===== src/rtl/char_lcd_nibble_writer_defines.svh =====
// assertion macros for the character lcd nibble writer
// used by the top level only, no other dependencies
`ifndef CHAR_LCD_NIBBLE_WRITER_DEFINES_SVH
`define CHAR_LCD_NIBBLE_WRITER_DEFINES_SVH

// same-cycle implication, checked while out of reset
`define LCDNW_ASSERT_NOW(lbl, clk, rstn, ante, cons) \
    lbl: assert property (@(posedge clk) disable iff (!(rstn)) (ante) |-> (cons)) \
        else $error("lcdnw assertion failed");

// next-cycle implication, checked while out of reset
`define LCDNW_ASSERT_NEXT(lbl, clk, rstn, ante, cons) \
    lbl: assert property (@(posedge clk) disable iff (!(rstn)) (ante) |=> (cons)) \
        else $error("lcdnw assertion failed");

`endif


===== src/rtl/lcdnw_pkg.sv =====
// shared types, codes and constants for the character lcd nibble writer
// no dependencies
`default_nettype none

package lcdnw_pkg;

    typedef enum logic [1:0] {
        ACT_INIT = 2'd0,
        ACT_CMD  = 2'd1,
        ACT_DATA = 2'd2,
        ACT_POS  = 2'd3
    } action_t;

    localparam logic [1:0] CFG_PULSE    = 2'd0;
    localparam logic [1:0] CFG_POWER_UP = 2'd1;
    localparam logic [1:0] CFG_GAP      = 2'd2;

    localparam logic [7:0] PULSE_RST    = 8'd1;
    localparam logic [7:0] POWER_UP_RST = 8'd15;
    localparam logic [7:0] GAP_RST      = 8'd5;

    localparam logic [1:0] ROW_ONE      = 2'd1;
    localparam logic [7:0] ROW_TWO_BASE = 8'h40;
    localparam logic [7:0] SET_DDRAM    = 8'h80;

    localparam int QUEUE_DEPTH = 2;

    localparam int INIT_RESULTS = 26;
    localparam int STEP_W       = $clog2(INIT_RESULTS);
    localparam logic [STEP_W-1:0] STEP_POWER_UP  = STEP_W'(0);
    localparam logic [STEP_W-1:0] STEP_FIRST_END = STEP_W'(4);
    localparam logic [STEP_W-1:0] STEP_GAP       = STEP_W'(5);
    localparam logic [STEP_W-1:0] STEP_TAIL      = STEP_W'(6);
    localparam logic [STEP_W-1:0] STEP_BYTE_LAST = STEP_W'(3);
    localparam logic [STEP_W-1:0] STEP_INIT_LAST = STEP_W'(INIT_RESULTS - 1);

    typedef struct packed {
        logic       is_init;
        logic       rs;
        logic [7:0] data;
    } op_t;

    typedef struct packed {
        logic [7:0] pulse_ms;
        logic [7:0] power_up_ms;
        logic [7:0] init_gap_ms;
    } cfg_t;

    function automatic logic [7:0] init_byte(input logic [2:0] idx);
        logic [7:0] b;
        case (idx)
            3'd0: b = 8'h03;
            3'd1: b = 8'h02;
            3'd2: b = 8'h28;
            3'd3: b = 8'h0C;
            3'd4: b = 8'h06;
            default: b = 8'h01;
        endcase
        return b;
    endfunction

endpackage

`default_nettype wire


===== src/rtl/char_lcd_nibble_writer.sv =====
// top level of the character lcd nibble writer: config registers, front, queue, sequencer
// depends on lcdnw_pkg, lcdnw_front, lcdnw_queue, lcdnw_back and the defines header
//
// Each request expands into timed pin phases, one result per clock while m_ready is high:
// command, data and cursor requests give 4 results, initialise gives 26. The
// sequencer's single output register sets that pace, one phase per cycle. The running
// operation stays at the head of the two-entry queue until its last phase is produced, so
// the free queue entry and the front register let up to two further requests be taken
// while a run is being sent out; after that s_ready drops until the run's last phase is
// produced. hold_ms is taken from the timing registers as each phase is produced; write
// them only while no request is in flight.
`default_nettype none
`include "char_lcd_nibble_writer_defines.svh"

module char_lcd_nibble_writer
    import lcdnw_pkg::*;
(
    input  wire logic       aclk,
    input  wire logic       aresetn,
    input  wire logic       cfg_we,
    input  wire logic [1:0] cfg_index,
    input  wire logic [7:0] cfg_wdata,
    input  wire logic       s_valid,
    output logic            s_ready,
    input  wire logic [1:0] s_action,
    input  wire logic [7:0] s_value,
    input  wire logic [1:0] s_row,
    input  wire logic [6:0] s_col,
    output logic            m_valid,
    input  wire logic       m_ready,
    output logic            m_reg_select,
    output logic [3:0]      m_data_nibble,
    output logic            m_enable,
    output logic [7:0]      m_hold_ms,
    output logic            m_last
);

    cfg_t cfg_reg;
    cfg_t cfg_next;
    logic fr_valid;
    op_t  fr_op;
    logic q_ready;
    logic q_valid;
    op_t  q_op;
    logic q_pop;

    always_comb begin
        cfg_next = cfg_reg;
        if (cfg_we) begin
            case (cfg_index)
                CFG_PULSE:    cfg_next.pulse_ms    = cfg_wdata;
                CFG_POWER_UP: cfg_next.power_up_ms = cfg_wdata;
                CFG_GAP:      cfg_next.init_gap_ms = cfg_wdata;
                default:      cfg_next = cfg_reg;
            endcase
        end
    end

    always_ff @(posedge aclk) begin
        if (!aresetn) begin
            cfg_reg.pulse_ms    <= PULSE_RST;
            cfg_reg.power_up_ms <= POWER_UP_RST;
            cfg_reg.init_gap_ms <= GAP_RST;
        end else begin
            cfg_reg <= cfg_next;
        end
    end

    lcdnw_front u_front (
        .aclk     (aclk),
        .aresetn  (aresetn),
        .s_valid  (s_valid),
        .s_ready  (s_ready),
        .s_action (s_action),
        .s_value  (s_value),
        .s_row    (s_row),
        .s_col    (s_col),
        .fr_valid (fr_valid),
        .fr_op    (fr_op),
        .q_ready  (q_ready)
    );

    lcdnw_queue u_queue (
        .aclk       (aclk),
        .aresetn    (aresetn),
        .push       (fr_valid),
        .push_op    (fr_op),
        .push_ready (q_ready),
        .pop        (q_pop),
        .head_valid (q_valid),
        .head_op    (q_op)
    );

    lcdnw_back u_back (
        .aclk          (aclk),
        .aresetn       (aresetn),
        .cfg           (cfg_reg),
        .head_valid    (q_valid),
        .head_op       (q_op),
        .pop           (q_pop),
        .m_valid       (m_valid),
        .m_ready       (m_ready),
        .m_reg_select  (m_reg_select),
        .m_data_nibble (m_data_nibble),
        .m_enable      (m_enable),
        .m_hold_ms     (m_hold_ms),
        .m_last        (m_last)
    );

    // an accepted request always lands in the front register
    `LCDNW_ASSERT_NEXT(a_front_load, aclk, aresetn, s_valid && s_ready, fr_valid)
    // a run is never cut short: the next phase follows each non-last result at once
    `LCDNW_ASSERT_NEXT(a_run_held, aclk, aresetn, m_valid && m_ready && !m_last, m_valid)
    // a strobe-high phase is followed by the falling phase of the same nibble
    `LCDNW_ASSERT_NEXT(a_strobe_fall, aclk, aresetn, m_valid && m_ready && m_enable,
        m_valid && !m_enable && $stable(m_data_nibble) && $stable(m_reg_select))

endmodule

`default_nettype wire


===== src/rtl/lcdnw_front.sv =====
// front stage: takes a request, turns it into a queued byte or init operation
// depends on lcdnw_pkg
`default_nettype none

module lcdnw_front
    import lcdnw_pkg::*;
(
    input  wire logic       aclk,
    input  wire logic       aresetn,
    input  wire logic       s_valid,
    output logic            s_ready,
    input  wire logic [1:0] s_action,
    input  wire logic [7:0] s_value,
    input  wire logic [1:0] s_row,
    input  wire logic [6:0] s_col,
    output logic            fr_valid,
    output op_t             fr_op,
    input  wire logic       q_ready
);

    logic fr_valid_reg;
    logic fr_valid_next;
    op_t  fr_op_reg;
    op_t  op_next;
    logic [7:0] addr;
    logic accept;

    always_comb begin
        addr = {1'b0, s_col} - 8'd1;
        if (s_row != ROW_ONE) begin
            addr = addr + ROW_TWO_BASE;
        end
        addr = addr + SET_DDRAM;
    end

    always_comb begin
        op_next = '0;
        case (action_t'(s_action))
            ACT_INIT: begin
                op_next.is_init = 1'b1;
            end
            ACT_CMD: begin
                op_next.data = s_value;
            end
            ACT_DATA: begin
                op_next.rs   = 1'b1;
                op_next.data = s_value;
            end
            ACT_POS: begin
                op_next.data = addr;
            end
            default: begin
                op_next = '0;
            end
        endcase
    end

    assign s_ready = !fr_valid_reg || q_ready;
    assign accept  = s_valid && s_ready;

    always_comb begin
        fr_valid_next = fr_valid_reg;
        if (accept) begin
            fr_valid_next = 1'b1;
        end else if (q_ready) begin
            fr_valid_next = 1'b0;
        end
    end

    always_ff @(posedge aclk) begin
        if (!aresetn) begin
            fr_valid_reg <= 1'b0;
        end else begin
            fr_valid_reg <= fr_valid_next;
        end
    end

    always_ff @(posedge aclk) begin
        if (accept) begin
            fr_op_reg <= op_next;
        end
    end

    assign fr_valid = fr_valid_reg;
    assign fr_op    = fr_op_reg;

endmodule

`default_nettype wire


===== src/rtl/lcdnw_queue.sv =====
// short operation queue between the front stage and the sequencer
// depends on lcdnw_pkg
`default_nettype none

module lcdnw_queue
    import lcdnw_pkg::*;
(
    input  wire logic aclk,
    input  wire logic aresetn,
    input  wire logic push,
    input  op_t       push_op,
    output logic      push_ready,
    input  wire logic pop,
    output logic      head_valid,
    output op_t       head_op
);

    localparam int PTR_W = (QUEUE_DEPTH > 1) ? $clog2(QUEUE_DEPTH) : 1;
    localparam int CNT_W = $clog2(QUEUE_DEPTH + 1);
    localparam logic [PTR_W-1:0] PTR_LAST = PTR_W'(QUEUE_DEPTH - 1);
    localparam logic [CNT_W-1:0] CNT_FULL = CNT_W'(QUEUE_DEPTH);

    op_t              entry_reg [QUEUE_DEPTH];
    logic [PTR_W-1:0] wr_ptr_reg;
    logic [PTR_W-1:0] wr_ptr_next;
    logic [PTR_W-1:0] rd_ptr_reg;
    logic [PTR_W-1:0] rd_ptr_next;
    logic [CNT_W-1:0] count_reg;
    logic [CNT_W-1:0] count_next;
    logic             do_push;
    logic             do_pop;

    assign push_ready = (count_reg != CNT_FULL);
    assign head_valid = (count_reg != '0);
    assign head_op    = entry_reg[rd_ptr_reg];
    assign do_push    = push && push_ready;
    assign do_pop     = pop && head_valid;

    always_comb begin
        wr_ptr_next = wr_ptr_reg;
        rd_ptr_next = rd_ptr_reg;
        count_next  = count_reg;
        if (do_push) begin
            wr_ptr_next = (wr_ptr_reg == PTR_LAST) ? '0 : wr_ptr_reg + 1'b1;
        end
        if (do_pop) begin
            rd_ptr_next = (rd_ptr_reg == PTR_LAST) ? '0 : rd_ptr_reg + 1'b1;
        end
        if (do_push && !do_pop) begin
            count_next = count_reg + 1'b1;
        end else if (do_pop && !do_push) begin
            count_next = count_reg - 1'b1;
        end
    end

    always_ff @(posedge aclk) begin
        if (!aresetn) begin
            wr_ptr_reg <= '0;
            rd_ptr_reg <= '0;
            count_reg  <= '0;
        end else begin
            wr_ptr_reg <= wr_ptr_next;
            rd_ptr_reg <= rd_ptr_next;
            count_reg  <= count_next;
        end
    end

    always_ff @(posedge aclk) begin
        if (do_push) begin
            entry_reg[wr_ptr_reg] <= push_op;
        end
    end

endmodule

`default_nettype wire


===== src/rtl/lcdnw_back.sv =====
// back end sequencer: steps through the pin phases of the head operation
// depends on lcdnw_pkg
`default_nettype none

module lcdnw_back
    import lcdnw_pkg::*;
(
    input  wire logic       aclk,
    input  wire logic       aresetn,
    input  cfg_t            cfg,
    input  wire logic       head_valid,
    input  op_t             head_op,
    output logic            pop,
    output logic            m_valid,
    input  wire logic       m_ready,
    output logic            m_reg_select,
    output logic [3:0]      m_data_nibble,
    output logic            m_enable,
    output logic [7:0]      m_hold_ms,
    output logic            m_last
);

    logic [STEP_W-1:0] step_reg;
    logic [STEP_W-1:0] step_next;
    logic [STEP_W-1:0] tail_step;
    logic              m_valid_reg;
    logic              m_valid_next;
    logic              m_rs_reg;
    logic [3:0]        m_nib_reg;
    logic              m_en_reg;
    logic [7:0]        m_hold_reg;
    logic              m_last_reg;
    logic              pin_rs_reg;
    logic [3:0]        pin_nib_reg;
    logic              pin_en_reg;

    logic       emit;
    logic       is_delay;
    logic       is_last;
    logic [1:0] phase;
    logic [7:0] cur_byte;
    logic [7:0] hold;
    logic       out_rs;
    logic [3:0] out_nib;
    logic       out_en;

    always_comb begin
        tail_step = step_reg - STEP_TAIL;
        is_delay  = 1'b0;
        phase     = step_reg[1:0];
        cur_byte  = head_op.data;
        hold      = cfg.pulse_ms;
        is_last   = (step_reg == STEP_BYTE_LAST);
        if (head_op.is_init) begin
            is_last = (step_reg == STEP_INIT_LAST);
            if (step_reg == STEP_POWER_UP) begin
                is_delay = 1'b1;
                hold     = cfg.power_up_ms;
            end else if (step_reg <= STEP_FIRST_END) begin
                phase    = 2'(step_reg - 1'b1);
                cur_byte = init_byte(3'd0);
            end else if (step_reg == STEP_GAP) begin
                is_delay = 1'b1;
                hold     = cfg.init_gap_ms;
            end else begin
                phase    = tail_step[1:0];
                cur_byte = init_byte(3'd1 + tail_step[4:2]);
            end
        end
        if (is_delay) begin
            out_rs  = pin_rs_reg;
            out_nib = pin_nib_reg;
            out_en  = pin_en_reg;
        end else begin
            out_rs  = head_op.rs;
            out_nib = phase[1] ? cur_byte[3:0] : cur_byte[7:4];
            out_en  = !phase[0];
        end
    end

    assign emit = head_valid && (!m_valid_reg || m_ready);
    assign pop  = emit && is_last;

    always_comb begin
        step_next = step_reg;
        if (emit) begin
            step_next = is_last ? '0 : step_reg + 1'b1;
        end
        m_valid_next = emit || (m_valid_reg && !m_ready);
    end

    always_ff @(posedge aclk) begin
        if (!aresetn) begin
            step_reg    <= '0;
            m_valid_reg <= 1'b0;
            pin_rs_reg  <= 1'b0;
            pin_nib_reg <= '0;
            pin_en_reg  <= 1'b0;
        end else begin
            step_reg    <= step_next;
            m_valid_reg <= m_valid_next;
            if (emit) begin
                pin_rs_reg  <= out_rs;
                pin_nib_reg <= out_nib;
                pin_en_reg  <= out_en;
            end
        end
    end

    always_ff @(posedge aclk) begin
        if (emit) begin
            m_rs_reg   <= out_rs;
            m_nib_reg  <= out_nib;
            m_en_reg   <= out_en;
            m_hold_reg <= hold;
            m_last_reg <= is_last;
        end
    end

    assign m_valid       = m_valid_reg;
    assign m_reg_select  = m_rs_reg;
    assign m_data_nibble = m_nib_reg;
    assign m_enable      = m_en_reg;
    assign m_hold_ms     = m_hold_reg;
    assign m_last        = m_last_reg;

endmodule

`default_nettype wire

===== config.mk =====
export PLATFORM = sky130hd
export DESIGN_NAME = char_lcd_nibble_writer
export DESIGN_NICKNAME = d
export VERILOG_FILES = /design/src/rtl/lcdnw_pkg.sv /design/src/rtl/char_lcd_nibble_writer.sv /design/src/rtl/lcdnw_front.sv /design/src/rtl/lcdnw_queue.sv /design/src/rtl/lcdnw_back.sv
export VERILOG_INCLUDE_DIRS = /design/src /design/src/rtl
export SDC_FILE = /design/constraint.sdc
export NUM_CORES = 1
export LEC_CHECK = 0
export BUFFER_PORTS_ARGS = -buffer_cell sky130_fd_sc_hd__buf_2
export CORE_MARGIN = 3
export CORE_UTILIZATION = 30
export CTS_CLUSTER_SIZE = 24
export DETAILED_ROUTE_END_ITERATION = 6
export GPL_TIMING_DRIVEN = 0
export PLACE_DENSITY = 0.46
export SETUP_SLACK_MARGIN = 0.15
export SLEW_MARGIN = 5
export SYNTH_ARGS = -nofsm -noshare
export SYNTH_HDL_FRONTEND = slang
export SYNTH_SLANG_ARGS = --single-unit

===== constraint.sdc =====
create_clock -name aclk -period 8.8 [get_ports aclk]
set_input_delay 0.44 -clock aclk [delete_from_list [all_inputs] [get_ports aclk]]
set_output_delay 0.44 -clock aclk [all_outputs]
set_load 0.005 [all_outputs]

# After elaboration in Yosys (flattened, before gate mapping)
# Memories as Yosys holds them, arrays and structs flattened. A register that Yosys moved wholly into a read port is not among the register bits.
# Index checks and enable logic that the tools add are counted.
# totals
reg_bits	66
ram_bits	20
n_memories	1
latch_bits	0
rom_bits	0
out_inout_bits	17
word_cells	112
# classes
reduce_logical	28
shift	0
magnitude_cmp	1
n_addsub	11
multipliers	0
eq_ne	14
muxes	37
div_mod_pow	0
bitwise	0
# memory_table
memory	words	width	read_ports	rd_ports_with_merged_regs	write_ports	line_no	source
u_queue.entry_reg	2	10	1	1	1	lcdnw_queue.sv:23	op_t entry_reg [QUEUE_DEPTH];
# ops
operator	n
8-bit 2-to-1 mux	9
6-bit case mux with 5 select lines	1
1-bit 2-to-1 mux	17
8-bit case mux with 2 select lines	1
2-bit 2-to-1 mux	6
8-bit by 7-bit adder with 8-bit output (second input constant)	1
8-bit adder (second input constant)	1
1-bit logical AND	8
4-bit 2-to-1 mux	2
7-bit by 1-bit subtractor with 8-bit output (second input constant)	1
2-bit == test (second input constant)	3
3-bit by 2-bit == test with 1-bit output (second input constant)	2
1-bit zero test	6
2-bit AND reduction	3
2-bit nonzero test	3
5-bit by 1-bit adder with 5-bit output (second input constant)	1
5-bit by 2-bit == test with 1-bit output (second input constant)	1
5-bit by 3-bit == test with 1-bit output (second input constant)	1
5-bit == test (second input constant)	1
5-bit by 3-bit less-or-equal comparator with 1-bit output (second input constant)	1
5-bit zero test	1
5-bit 2-to-1 mux	1
5-bit by 3-bit subtractor with 5-bit output (second input constant)	1
2-bit by 1-bit == test with 1-bit output (second input constant)	2
other kinds (12)	17

# Depth between registers and ports, before layout
# depth
depth_word	10
mapped_depth	9
depth_no_buf	9

# Cells and area by module
# Synthesis repeated with hierarchy kept, for this count alone.
# hier_totals
hier_cells	390
hier_area_um2	4186.5
# modules_own_cells
mod	cells_per_inst	n_inst	seq_area_each_um2	area_per_inst_um2
lcdnw_back	183	1	690.7	1655.3
lcdnw_queue	56	1	700.7	952.2
char_lcd_nibble_writer	92	1	480.5	944.7
lcdnw_front	59	1	320.3	634.4

# Least setup slack after synthesis
# OpenSTA, ideal clock, no wires.
# synth_timing
path_kind	input to register
startpoint	input port m_ready
endpoint	register u_queue.count_reg[1]
path_buffers	0
setup_slack_ps	5968
stages	6
t_arrival_ps	2757
path_cell_list	nor2b_1 -> nor2_1 -> o2111ai_1 -> ha_1 -> or3_1 -> a21boi_0
# synth_between
elab_chain_cells	7
elab_cells_between_ends	9
classes_between	mux (1); reduce/logical (8)
# synth_lines
item	line_no	source
start: declaration	char_lcd_nibble_writer.sv:30	input wire logic m_ready,
1-bit logical OR (*)	lcdnw_back.sv:81	assign emit = head_valid && (!m_valid_reg || m_ready);
1-bit logical AND (*)	lcdnw_back.sv:81	
via u_back.emit	lcdnw_back.sv:37	logic emit;
1-bit logical AND (*)	lcdnw_back.sv:82	assign pop = emit && is_last;
1-bit logical AND (*)	lcdnw_queue.sv:37	assign do_pop = pop && head_valid;
1-bit zero test	lcdnw_queue.sv:49	if (do_push && !do_pop) begin
1-bit logical AND	lcdnw_queue.sv:49	
2-bit 2-to-1 mux or 2-bit nonzero test (tied branches)	--	
end signal: assignment	lcdnw_queue.sv:64	count_reg <= count_next;
end: declaration	lcdnw_queue.sv:28	logic [CNT_W-1:0] count_reg;
# The timed path passes the listed nets; every way through them passes the cells marked *.
# A chain may end at the register's enable or synchronous reset.

# Final worst setup path
# layout_timing
startpoint	register u_back.step_reg[0]
endpoint	register u_back.m_nib_reg[1], in the netlist u_back.m_data_nibble[1], data pin
# layout_between
elab_chain_cells	10
elab_cells_between_ends	26
classes_between	add/sub (3); order compare (1); eq/ne (5); mux (15); reduce/logical (2)
# layout_lines
item	line_no	source
start: declaration	lcdnw_back.sv:23	logic [STEP_W-1:0] step_reg;
start signal: assignment	lcdnw_back.sv:100	step_reg <= step_next;
5-bit by 3-bit subtractor with 5-bit output	lcdnw_back.sv:48	tail_step = step_reg - STEP_TAIL;
1-bit by 3-bit adder with 3-bit output	lcdnw_back.sv:67	cur_byte = init_byte(3'd1 + tail_step[4:2]);
3-bit == test, or another cell as far along	lcdnw_pkg.sv:51	case (idx)
6-bit case mux with 5 select lines	lcdnw_pkg.sv:51	
8-bit 2-to-1 mux	lcdnw_back.sv:62	end else if (step_reg == STEP_GAP) begin
8-bit 2-to-1 mux	lcdnw_back.sv:59	end else if (step_reg <= STEP_FIRST_END) begin
8-bit 2-to-1 mux	lcdnw_back.sv:56	if (step_reg == STEP_POWER_UP) begin
8-bit 2-to-1 mux	lcdnw_back.sv:54	if (head_op.is_init) begin
4-bit 2-to-1 mux	lcdnw_back.sv:76	out_nib = phase[1] ? cur_byte[3:0] : cur_byte[7:4];
4-bit 2-to-1 mux (*)	lcdnw_back.sv:70	if (is_delay) begin
via u_back.out_nib[1]	lcdnw_back.sv:44	logic [3:0] out_nib;
end signal: assignment	lcdnw_back.sv:113	m_nib_reg <= out_nib;
end: declaration	lcdnw_back.sv:29	logic [3:0] m_nib_reg;
# Marked as above.

==> metrics.md <==
| Metric | Value |
|---|---|
| Synth top area share | `33.4%` |
| Most used standard cell by instance count after synthesis | `sky130_fd_sc_hd__edfxtp_1` |
| Routing usage on met3 | `2.37%` |
| Wire length reported by the detailed router | `8410 um` |
| Crit-path slowest cell | `sky130_fd_sc_hd__nor3b_1` |
| Area growth from synthesis to layout | `19.4%` |
| Number of hold violations in the final report | `0` |
| DR vias | `2801` |
| Top fanout value on the critical path | `7` |
| Final total power | `1.01 mW` |
| Fin. max-slew vios | `0` |
| Global routing met1 resource utilization | `16.7%` |
| Power density normalized to cell area | `209 mW/mm^2` |
| Die span in y | `122 um` |
| Critical path capture point type | `register` |
| Setup Buffers After CTS | `0` |
| Fin area | `0.00483 sq mm` |
| Antenna diode count | `0` |
| Placed instance count | `581` |
| Data required time of the worst path | `8870 ps` |
| Final global-route overflow total | `0` |
| Maximum capacitance violations | `0` |
| DRC errors left | `0` |
| Syn_area_per_cell | `11.3 sq um` |
| Yosys warning count | `0` |
| TritonCTS sink count | `87` |
| Post-CTS Hold Fix Bufs | `0` |
| H-tree Lvls | `3` |
| Cell-by-cell trace of the critical path | `inv_1 -> ha_1 -> nor3b_1 -> o21ai_0 -> o32a_2 -> mux2i_1 -> a21oi_1` |
| Worst endpoint data arrival time | `2890 ps` |
| Post-synth design cell area | `0.00405 sq mm` |
| Commonest cells in the synthesized netlist | `45 x sky130_fd_sc_hd__edfxtp_1, 42 x sky130_fd_sc_hd__dfxtp_1, 36 x sky130_fd_sc_hd__mux2i_1` |
| RSZ-0062 raised after global routing | `no` |
| Count of non-filler cells in the finished layout | `597` |
| Critical path class | `reg2reg` |
| CTS tree | `built` |
| Total die area | `0.0149 sq mm` |
| Clock transition at the registers of the reported paths | `70 ps` |
| Run status | `completed` |
| Overall global routing resource usage | `12.1%` |
| Synthesized flop and latch total | `87` |
| Cell variety after synth | `54` |
| Relative slew slack | `36.0%` |
| First-iteration detailed-routing DRC count | `109` |
| Placed cell area | `0.00454 sq mm` |
| Total number of nets in the final design | `464` |
| Share of the cycle needed by the critical path after routing | `32.1%` |
| Number of port buffers | `49` |
| Clock latency on the worst-skew pair | `330 ps` |
| Pin count of the biggest net entering global routing | `17` |
| Worst min-delay path category | `in2reg` |
| Cell taking the most area after synthesis | `sky130_fd_sc_hd__edfxtp_1` |
| Effective utilization at floorplan | `31.3%` |
| First-pass GRT wire length | `14200 um` |
| Maximum clock frequency | `355 MHz` |
| Number of buffers created by CTS | `9` |
| GR peak layer | `met2` |
| Number of synthesized flops with an enable pin | `45` |
| IR drop worst, VDD | `0.0863 mV` |
| DRT antenna net count | `0` |
| Initial antenna violation count | `0` |
| Die X-Extent | `122 um` |
| Clock tree root buffer cell | `sky130_fd_sc_hd__clkbuf_16` |
| Number of endpoints failing setup at the final stage | `0` |
| GP Congestion | `0.732` |
| Detail Placement HPWL | `6050 um` |
| Maximum clock skew at final layout | `10.3 ps` |
| Vias in the first global route | `2841` |
| Resize count post-CTS | `0` |
| Worst Tran Pin Value | `956 ps` |
| FFs w/ async S/R, synth | `0%` |
| Share of post-route cells with drive strength above 1 | `19.1%` |
| Total I/O pin count | `51` |
| 1st-pass router iterations | `4` |
| Total nets after synthesis | `403` |
| Max Root-Sink Buffers | `2` |
| Number of instances in the synthesized netlist | `359` |
| Via density per instance | `4.69` |
| Top cells by area in the synthesized netlist | `sky130_fd_sc_hd__edfxtp_1 33%, sky130_fd_sc_hd__dfxtp_1 21%, sky130_fd_sc_hd__mux2i_1 8.9%` |
| Std cell rows | `41` |
| Grt met2 use | `19.2%` |
| Sum of negative setup slack | `0 ps` |
| Area of the placeable core | `0.0129 sq mm` |
| Startpoint types | `register` |
| Post-synth top flop | `sky130_fd_sc_hd__edfxtp_1` |
| Average wire per standard cell | `14.1 um` |
| Sequential area share after synthesis | `54.1%` |
| Min Clock Period, post-route | `2820 ps` |
| Number of flip-flops in the largest register | `24` |
| Total leakage power | `1.89 nW` |
| Maximum single-stage delay on the critical path | `530 ps` |
## cells in the final DEF, fill, tap and decap left out, drive strengths merged, types with 5 or more instances in the layout
| cell | count |
|---|---|
| buf | 56 |
| clkbuf | 20 |
| nor2b | 21 |
| inv | 11 |
| nand2 | 20 |
| a22oi | 6 |
| edfxtp | 45 |
| xor2 | 8 |
| and2 | 8 |
| mux2i | 36 |
| nor3 | 8 |
| o22ai | 10 |
| a21oi | 22 |
| ha | 10 |
| xnor2 | 8 |
| dfxtp | 42 |
| nand3b | 5 |
| o21ai | 8 |
| nor2 | 30 |
## power by group
part           leakage (nW)  switching [mW]  total [mW]  internal, mW
combinational         0.987          0.0873       0.156        0.0691
sequential            0.770          0.0135       0.477         0.464
clock                 0.138           0.159       0.379         0.220
total                  1.89           0.260        1.01         0.753
## path summary, 6_finish.rpt
path	from	endpoint	slack [ps]	cells after the start
worst max-delay path	u_back.step_reg[0]	u_back.m_data_nibble[1]	5980	7
worst max register to register	u_back.step_reg[0]	u_back.m_data_nibble[1]	5980	7
worst min-delay path	cfg_wdata[3]	cfg_reg[11]	360	3
worst min register to register	u_front.fr_op[6]	u_queue.entry_reg[1][6]	440	0
## per-layer routing
| metal | vias to the layer above | share of wire [%] |
|---|---|---|
| li1 | 1422 | - |
| met2 | 68 | 43 |
| met4 | 0 | 1.2 |
| met1 | 1304 | 51 |
| met5 | - | 0 |
| met3 | 7 | 4.3 |
## area by class of cell
type                       instances  area (sq um)
buffer                            17          87.6
clock buffer                       9           225
clock inverter                     7          70.1
fill                            1308          8090
inverter                           9          33.8
multi-input combinational        246          1740
sequential                        87          2190
tap                              172           215
timing repair buffer              50           273
## cell families (layout without fill, tap and decap cells)
logic type                 after synthesis  count (layout)  synth area share, %
AOI/OAI and AO/OA                       68              68                 11.4
xor gates and xnor gates                17              17                 4.02
adders and majority gates               10              10                 3.09
buffers and inverters                   26              92                 3.00
DFF                                     87              87                 54.1
muxes                                   40              40                 10.0
and+or+nand+nor                        111             111                 14.4
## worst max-delay path, delay by kind of cell (launching register included)
kind | cells | cell delay, ps
DFF | 1 | 480
buffers and inverters | 1 | 140
AOI/OAI and AO/OA | 3 | 850
and+or+nand+nor | 1 | 530
adders and majority gates | 1 | 260
muxes | 1 | 290
## stage by stage
stage,utilization (%),setup WS [ps],hold WS (ps)
after global placement,34.9,4900,424
after detailed placement,35.1,6070,430
after CTS,37.4,6050,347
final,37.4,5980,355
after global routing,37.4,5770,367
after floorplan,-,5970,421
Note: power is estimated with default switching activity, not from simulation.
